===== src/hdl/assert_macros.svh =====
// Assertion helpers shared by the interval timer port model RTL.
// ASSERT_CLK expects signals named clk and rst_n in the enclosing module; ASSERT_CLK_ALWAYS only clk.
`ifndef ASSERT_MACROS_SVH
`define ASSERT_MACROS_SVH

// Checked only outside reset.
`define ASSERT_CLK(lbl, prop, msg) \
  lbl: assert property (@(posedge clk) disable iff (!rst_n) (prop)) else $error(msg);

// Checked on every edge, reset included.
`define ASSERT_CLK_ALWAYS(lbl, prop, msg) \
  lbl: assert property (@(posedge clk) (prop)) else $error(msg);

`endif


===== src/hdl/itpm_pkg.sv =====
`timescale 1ns / 1ps
// ----------------------------------------------------------------------------
// itpm_pkg
// Shared types and constants of the interval timer port model.
// ----------------------------------------------------------------------------
package itpm_pkg;

  localparam int unsigned NCHAN = 3;

  // Fake counter decrement per low-byte read.
  localparam logic [15:0] READ_STEP = 16'd10;

  // Reload count reported for a load value of zero.
  localparam logic [16:0] RELOAD_FULL = 17'h10000;

  // Port codes
  localparam logic [1:0] CMD_PORT = 2'd3;

  // Access kinds
  localparam logic OP_READ  = 1'b0;
  localparam logic OP_WRITE = 1'b1;

  // Channel access modes
  typedef enum logic [1:0] {
    MODE_LATCH  = 2'd0,
    MODE_LOW    = 2'd1,
    MODE_HIGH   = 2'd2,
    MODE_TOGGLE = 2'd3
  } mode_t;

  // Per-channel request, already qualified by the transfer and channel select
  typedef struct packed {
    logic       mode_wr;
    mode_t      mode;
    logic       data_wr;
    logic       data_rd;
    logic [7:0] wdata;
  } chan_req_t;

  // Per-channel response for the access in flight
  typedef struct packed {
    logic [7:0]  rdata;
    logic [16:0] reload_value;
  } chan_rsp_t;

endpackage


===== src/hdl/itpm_chan.sv =====
`timescale 1ns / 1ps
// ----------------------------------------------------------------------------
// itpm_chan
// One timer channel: access mode, byte flip-flop, load value and fake counter.
// ----------------------------------------------------------------------------
`include "assert_macros.svh"

module itpm_chan (
  input  logic                clk,
  input  logic                rst_n,
  input  itpm_pkg::chan_req_t req,
  output itpm_pkg::chan_rsp_t rsp
);

  itpm_pkg::mode_t mode_r, mode_nxt;
  logic            flip_r, flip_nxt;
  logic [15:0]     load_r, load_nxt;
  logic [15:0]     cnt_r, cnt_nxt;
  logic            active_r, active_nxt;

  logic            pick_high;
  logic [15:0]     cnt_base;

  // High byte targeted: high mode, or toggle mode with the flip-flop set
  assign pick_high = (mode_r == itpm_pkg::MODE_HIGH) ||
                     ((mode_r == itpm_pkg::MODE_TOGGLE) && flip_r);

  // Reload from the load value once the counter would underflow
  assign cnt_base = (cnt_r < itpm_pkg::READ_STEP) ? load_r : cnt_r;

  // Next state
  always_comb begin
    mode_nxt   = mode_r;
    flip_nxt   = flip_r;
    load_nxt   = load_r;
    cnt_nxt    = cnt_r;
    active_nxt = active_r;
    if (req.mode_wr) begin
      mode_nxt = req.mode;
      if (req.mode == itpm_pkg::MODE_TOGGLE) begin
        flip_nxt = 1'b0;
      end
    end
    if (req.data_wr) begin
      load_nxt   = pick_high ? {req.wdata, load_r[7:0]} : {load_r[15:8], req.wdata};
      active_nxt = 1'b1;
      if (mode_r == itpm_pkg::MODE_TOGGLE) begin
        flip_nxt = ~flip_r;
      end
    end
    if (req.data_rd) begin
      if ((mode_r == itpm_pkg::MODE_LATCH) || (mode_r == itpm_pkg::MODE_TOGGLE)) begin
        flip_nxt = ~flip_r;
      end
      if (!pick_high) begin
        cnt_nxt = cnt_base - itpm_pkg::READ_STEP;
      end
    end
  end

  // Response
  always_comb begin
    rsp.rdata        = pick_high ? cnt_r[15:8] : cnt_nxt[7:0];
    rsp.reload_value = (load_nxt == 16'd0) ? itpm_pkg::RELOAD_FULL : {1'b0, load_nxt};
  end

  // State registers
  always_ff @(posedge clk) begin
    if (!rst_n) begin
      mode_r   <= itpm_pkg::MODE_LATCH;
      flip_r   <= 1'b0;
      load_r   <= 16'd0;
      cnt_r    <= 16'd0;
      active_r <= 1'b0;
    end else begin
      mode_r   <= mode_nxt;
      flip_r   <= flip_nxt;
      load_r   <= load_nxt;
      cnt_r    <= cnt_nxt;
      active_r <= active_nxt;
    end
  end

  // Checks
  `ASSERT_CLK(a_wr_sets_active, req.data_wr |=> active_r,
              "data write did not mark channel active")
  `ASSERT_CLK(a_toggle_clears_flip,
              req.mode_wr && (req.mode == itpm_pkg::MODE_TOGGLE) && !req.data_rd |=> !flip_r,
              "toggle mode select did not clear byte flip-flop")
  `ASSERT_CLK(a_high_read_keeps_cnt, req.data_rd && pick_high |=> $stable(cnt_r),
              "high byte read changed the counter")

endmodule


===== config.mk =====
export PLATFORM = sky130hd
export DESIGN_NAME = itpm_chan
export DESIGN_NICKNAME = d
export VERILOG_FILES = /design/src/hdl/itpm_pkg.sv /design/src/hdl/itpm_chan.sv
export VERILOG_INCLUDE_DIRS = /design/src /design/src/hdl
export SDC_FILE = /design/constraint.sdc
export NUM_CORES = 1
export LEC_CHECK = 0
export BUFFER_PORTS_ARGS = -buffer_cell sky130_fd_sc_hd__buf_2
export CORE_MARGIN = 2
export CORE_UTILIZATION = 45
export DETAILED_ROUTE_END_ITERATION = 8
export PLACE_DENSITY = 0.66
export SYNTH_ARGS = -nofsm -noshare
export SYNTH_HDL_FRONTEND = slang
export SYNTH_SLANG_ARGS = --single-unit

===== constraint.sdc =====
create_clock -name clk -period 10.2 [get_ports clk]
set_input_delay 2.04 -clock clk [delete_from_list [all_inputs] [get_ports clk]]
set_output_delay 2.04 -clock clk [all_outputs]
set_load 0.03 [all_outputs]

# ---- Yosys cells after proc, flatten, opt, wreduce, memory -nomap -nowiden
# Cells that the tools add are included.
dict set report totals {
  ff_bits 35
  input_bits 15
  out_inout_bits 25
  wordCells 31
}
dict set report classes {
  n_addsub 1
  n_lt_le_gt_ge 1
  eq_ne 3
  muxes 13
  bitwise_logic 2
  n_reduce_logical 6
}
# operator n
set op_table {}
lappend op_table {{16-bit 2-to-1 mux} 3}
lappend op_table {{8-bit 2-to-1 mux} 3}
lappend op_table {{17-bit 2-to-1 mux} 1}
lappend op_table {{16-bit zero test} 1}
lappend op_table {{16-bit by 4-bit less-than comparator with 1-bit output (second input constant)} 1}
lappend op_table {{16-bit by 4-bit subtractor with 16-bit output (second input constant)} 1}
lappend op_table {{2-bit == test (second input constant)} 3}
lappend op_table {{1-bit 2-to-1 mux} 6}
lappend op_table {{2-bit zero test} 1}
lappend op_table {{1-bit logical OR} 2}
lappend op_table {{1-bit NOT} 2}
lappend op_table {{2-bit AND reduction} 1}
lappend op_table {{1-bit logical AND} 1}

# ---- Logic depth before layout (Yosys ltp)
# Gate-level depths: netlist (run 1).
dict set report logic_depth {
  ltp_word 7
  depth_mapped 13
  ltp_nobuf 10
}

# ---- Worst setup path before layout (run 1)
# Ideal clock, no wire load.
dict set report synth_path {
  path_kind {in2out}
  from {input req[9] (netlist name)}
  to {output rsp[16] (netlist name)}
  t_arrival_ns 4.087
  required_ns 8.160
  slack_ns 4.073
  stages 6
  path_buffers 1
  cell_sequence {clkbuf_1 -> nand2_2 -> mux2i_1 -> inv_1 -> or4_1 -> nor3_1}
}
# item line_no
set synth_rtl {}
lappend synth_rtl {{from (decl)} itpm_chan.sv:11} ;# input itpm_pkg::chan_req_t req,
lappend synth_rtl {{to (decl)} itpm_chan.sv:12} ;# output itpm_pkg::chan_rsp_t rsp

==> results.md, run 1 <==
* Vias per cell at between 6 and 7
* Met1 track demand over resource at 30.3%
* Die area at 0.00613 mm²
* Number of global-route vias before repair at 2438
* Met3 usage at 4.02%
* DR WL/cell at 18.0 µm
* Detail Route Antenna Nets at 0
* HPWL after detailed placement at 5290 µm
* Final-report hold violation count at 0
* RSZ-0062 raised after global routing: no
* Top Usage Layer GRT: met2
* Crit end category: primary output
* Critical path type: flip-flop to primary output
* CP arrival at 3.99 ns
* GR Layer Usage met2 at 40.4%
* # hold bufs at CTS at 0
* Post-CTS setup buffers at 0
* Final wirelength at just over 7000 µm
* Top cells by count, synth: dfxtp_1, nor2_1, nand2_1, o21ai_0, mux2i_1
* Placed cell areas at 0.00268 mm²
* Max cap viols at 0
* Core area at about 0.0054 mm²
* Synth cell types at 65
* Slew @ Worst Pin at 0.773 ns
* FMAX at 166 MHz
* Syn nets at 321
* Finished Cell Area at 0.00277 mm²
* H-tree depth at 2
* Congestion Overflow GR at 0
* Top cell type's share of synthesized area at roughly 28%
* Final setup violation count at 0
* Largest area contributor in the netlist: dfxtp_1
* Worst vdd ir at 112 µV
* Most common cell in the synthesized netlist: dfxtp_1
* Register bit total from synthesis at 35
* Root Buffer: clkbuf_8
* Cell Rows at 27
* Dpl ws at 4.32 ns
* Initial Utilization at 45.9%
* Detailed-route via count at 2589
* Largest net degree at the start of global routing at 23
* Final worst slack at 4.17 ns
* Clk slew on worst S/H paths at 0.08 ns
* LEAKAGE at 1.19 nW
* Area Growth Syn to Fin at 11.5%
* Die width at 78.3 µm
* Bufs on Longest Clock Path at 2
* Synth top area cells: dfxtp_1, mux2i_1, mux2_2
* Num ports at 40
* Drc violations at 0
* Worst EP required at 8.16 ns
* First-pass GRT wire length at 11800 µm
* Top FF cell, synth: dfxtp_1
* Tmin final at 6.03 ns
* Period utilisation layout at 59.1%
* CTS tree: done
* Die span in y at 78.3 µm
* RD Place Congestion at 0.942
* Worst clock skew at 0.00762 ns
* Post-cts resize count at 0
* Synthesized area per cell at 8.20 µm²
* Syn Std Cell Area at 0.00248 mm²
* CP Max Fanout at 17
* Max-slew violation count at 0
* Layout cells sized above 1 at 23.5%
* Power after layout at 751 µW
* Hold/Removal Path Class: flip-flop to flip-flop
* Clk_lat worst skew at 0.30 ns
* Clk sinks at 35
* Relative slew slack at 48.4%
* Iter 0 DRT Violations at between 200 and 300
* Post-Syn Instances at 303
* Tot GR Track Use at between 20% and 30%
* Initial antenna violation count at 0
* Yosys warning total at 0
* PwrDens at 271 mW/mm²
* Setup crit start kind: flip-flop
* Final core utilization at 51.2%
* PortBufs at 39
* Final nets at 349
* Setup TNS at 0 ns
* Post-synth EDFFs at 0
* Register area share after synthesis at 28.2%
* Cts bufs inserted at 5
* Ys async rst share at 0%
* Diode count at 0
* Drt first pass iters at 4
* Status: complete, no violations
[layout by cell type, fill, tap and decap left out, types with 3 or more instances in the layout]
master	n
a21oi_1	13
and2_1	11
inv_1	10
ha_1	3
a21o_1	4
nand4_1	3
or3_1	5
dfxtp_1	35
nand2_1	22
o31a_1	4
o311ai_0	3
buf_2	39
or4_1	4
nor4_1	3
clkbuf_8	5
nand3_1	13
mux2_2	11
mux2i_1	14
nor3b_1	3
nand4b_1	3
a211oi_1	3
o21ai_0	15
nor3_1	13
nor2_1	28
a31oi_1	8
[worst paths after layout]
kind                            cells after the start       end  slack (ns)     start
worst max-delay path                               10   rsp[22]        4.17  cnt_r[9]
worst min-delay path                                2  cnt_r[0]        0.51  cnt_r[0]
worst max register to register                      9  cnt_r[5]        6.52  cnt_r[9]
worst min register to register                      2  cnt_r[0]        0.51  cnt_r[0]
[report_power, final]
group | internal, mW | leakage, nW | switching [mW]
Sequential | 0.160 | 0.287 | 0.0450
Clock | 0.0476 | 0.0402 | 0.0580
Combinational | 0.152 | 0.864 | 0.289
Total | 0.359 | 1.19 | 0.392
[routing by layer]
metal  wire length [µm]  vias up
li1                   -     1209
met1               3170     1233
met2               3400      121
met3                443       26
met4                255        0
met5                  0        -
[metrics by stage]
step / hold slack (ns) / instances
floorplan: 0.463 / 303
global placement: 0.480 / 396
detailed placement: 0.492 / 396
CTS: 0.512 / 404
global route: 0.550 / 404
finish: 0.509 / 404
[worst max-delay path, cell delays in order, from the launching register on]
cell	delay, ns
dfxtp_1	0.39
nor4_4	0.35
nand4b_1	0.54
nor2_4	0.61
mux2i_1	0.20
ha_1	0.29
or4_1	0.57
nand3_1	0.19
a21boi_0	0.11
o31a_1	0.25
buf_2	0.18
[cells by family (layout without fill, tap and decap cells)]
logic type                 count (synthesis)  after routing  synth area share (%)
and+or+nand+nor                          128            128                  30.0
AOI/OAI and AO/OA                         84             84                  24.6
DFF                                       35             35                  28.2
buffers and inverters                     28             57                  5.04
muxes                                     25             25                  10.6
adders and majority gates                  3              3                  1.51
[final cells by class]
type                    instances  area (µm²)
clock buffers                   5        68.8
fillers                       554        2640
multi-input cells             240        1660
clock inverters                 3        20.0
repair buffers                 39         195
well taps                      72        90.1
flip-flops and latches         35         701
inverters                      10        37.5
[flip-flops by register name (all words and copies together), names as in the netlist]
signal  count
cnt_r      16
flip_r      1
load_r     16
mode_r      2
Power figures use the tool's default switching activity.
==> run 2: changes to the inputs <==
==> constraint.sdc (replaced) <==
create_clock -name clk -period 6.25 [get_ports clk]
set_input_delay 1.25 -clock clk [delete_from_list [all_inputs] [get_ports clk]]
set_output_delay 1.25 -clock clk [all_outputs]
set_load 0.03 [all_outputs]
==> results.md, run 2 (synthesis results as in run 1) <==
* Status: complete, no violations
* Setup TNS at 0 ns
* Post-CTS setup buffers at 0
* Die span in y at 78.3 µm
* Congestion Overflow GR at 0
* Crit end category: primary output
* Tmin final at 5.15 ns
* Depth of the most critical reg-to-reg path at 9
* Register Area at 701 µm²
* Cell Rows at 27
* Most frequent cells in the layout: buf_2, dfxtp_1, nor2_1, nand2_1, o21ai_0
* Core area at between 0.005 and 0.006 mm²
* Worst clock skew at 0.0146 ns
* LEAKAGE at 1.21 nW
* Reg2reg start: cnt_r[9]
* Iter 0 DRT Violations at approximately 180
* Clk slew on worst S/H paths at 0.09 ns
* Fin cells at 404
* Vias per cell at about 6.2
* Worst-path cell chain: nor4_4 > nand4b_1 > nor2_4 > mux2i_1 > ha_1 > or4_1 > nand3_1 > a21boi_0 > o31a_1 > buf_2
* Drc violations at 0
* Root Buffer: clkbuf_8
* Diode count at 0
* CTS tree: done
* Dpl ws at 1.48 ns
* Worst Hold Depth at 2
* Bufs on Longest Clock Path at 2
* RSZ-0062 raised after global routing: no
* PwrDens at 456 mW/mm²
* First-pass GRT wire length at 12300 µm
* Hold/Removal Path Class: flip-flop to flip-flop
* Initial antenna violation count at 0
* Tot GR Track Use at 25.7%
* Die width at 78.3 µm
* Worst r2r dst: cnt_r[5]
* Period utilisation layout at 82.5%
* Final worst slack at 1.10 ns
* Initial Utilization at 45.9%
* Slew @ Worst Pin at around 0.81 ns
* Placed Cells at 396
* Crit path buffers/inverters at 1
* Hold Path End: cnt_r[0]
* Final core utilization at 51.8%
* H-tree depth at 2
* Num ports at 40
* Cts bufs inserted at 5
* Setup crit start kind: flip-flop
* DR WL/cell at 18.2 µm
* Power after layout at ~1.3 mW
* Detailed-route via count at 2502
* Final nets at roughly 350
* CP Max Fanout at 17
* Die area at around 0.0061 mm²
* Critical path type: flip-flop to primary output
* Layout cells sized above 1 at 23.5%
* Post-cts resize count at 0
* Worst vdd ir at 180 µV
* Relative slew slack at 45.9%
* Worst EP required at 5.00 ns
* Clk_lat worst skew at 0.31 ns
* Detail Route Antenna Nets at 0
* Max cap viols at 0
* Worst path slowest cell: nor2_4
* CP arrival at 3.90 ns
* # hold bufs at CTS at 0
* Final wirelength at between 7000 and 8000 µm
* PortBufs at 39
* Most common cell after layout, fill and taps aside: buf_2
* Hold Crit Start: cnt_r[0]
* Largest net degree at the start of global routing at 23
* Crit. Startpoint: cnt_r[9]
* Top Registers: cnt_r: 16 flops, load_r: 16 flops, mode_r: 2 flops
* Area Growth Syn to Fin at 12.6%
* Final setup violation count at 0
* Clk sinks at 35
* CP delay by family, top: simple AND/OR/NAND/NOR gates
* FMAX at 194 MHz
* Number of global-route vias before repair at about 2400
* Final-report hold violation count at 0
* Worst R2R Setup Slack at roughly 2.6 ns
* Drt first pass iters at 4
* # fillers at 551
* Footprint of the multi-input gates at 0.00166 mm²
* Max-slew violation count at 0
* CP max stage delay at 0.57 ns
* RD Place Congestion at 0.902
* HPWL after detailed placement at 5250 µm
==> run 2: cell types whose count changed in the layout (fill, tap and decap cells not counted) <==
cell,delta
clkinvlp_4,-2
bufinv_16,+1
clkinv_2,-1
inv_6,+1
clkinv_4,+1
==> run 2: final cells by class <==
cell class                      count  share of cell area [%]
Timing Repair Buffer               39                    6.98
Clock inverter                      3                    1.70
Clock buffer                        5                    2.46
Multi-Input combinational cell    240                    59.3
Inverter                           10                    1.34
Sequential cell                    35                    25.0
Tap cell                           72                    3.22
==> run 2: worst max-delay path by stage <==
stage / endpoint / slack (ns) / cells after the start
after floorplan: rsp[16] / 1.70 / 6
after global placement: rsp[22] / 1.59 / 10
after detailed placement: rsp[22] / 1.48 / 10
after CTS: rsp[22] / 1.13 / 10
after global routing: rsp[22] / 0.81 / 10
final: rsp[22] / 1.10 / 10
==> run 2: routing by layer <==
| layer | global-route usage [%] | up-vias | share of wire [%] |
|---|---|---|---|
| li1 | - | 1206 | - |
| met1 | 34.5 | 1185 | 44 |
| met2 | 40.8 | 94 | 47 |
| met3 | 4.83 | 17 | 6.8 |
| met4 | 10.4 | 0 | 1.8 |
| met5 | 0 | - | 0 |
==> run 2: where the power goes <==
part	total, mW	internal, mW	switching [mW]
clock network	0.223	0.121	0.102
registers	0.332	0.261	0.0707
logic	0.722	0.248	0.474
==> run 2: worst register-to-register path, stage by stage, from the launching register on <==
cell and delay [ns]:
dfxtp_1 0.39, nor4_4 0.35, nand4b_1 0.54, nor2_4 0.58, mux2i_1 0.22, ha_1 0.27
or4_1 0.56, nand3_1 0.18, mux2_2 0.35, o22ai_1 0.13
==> run 2: per-stage QoR <==
step | hold slack, ns | cell area [µm²]
after global placement | 0.475 | 2680
after CTS | 0.511 | 2800
final | 0.511 | 2800
after floorplan | 0.463 | 2480
after detailed placement | 0.494 | 2680
after global routing | 0.554 | 2800
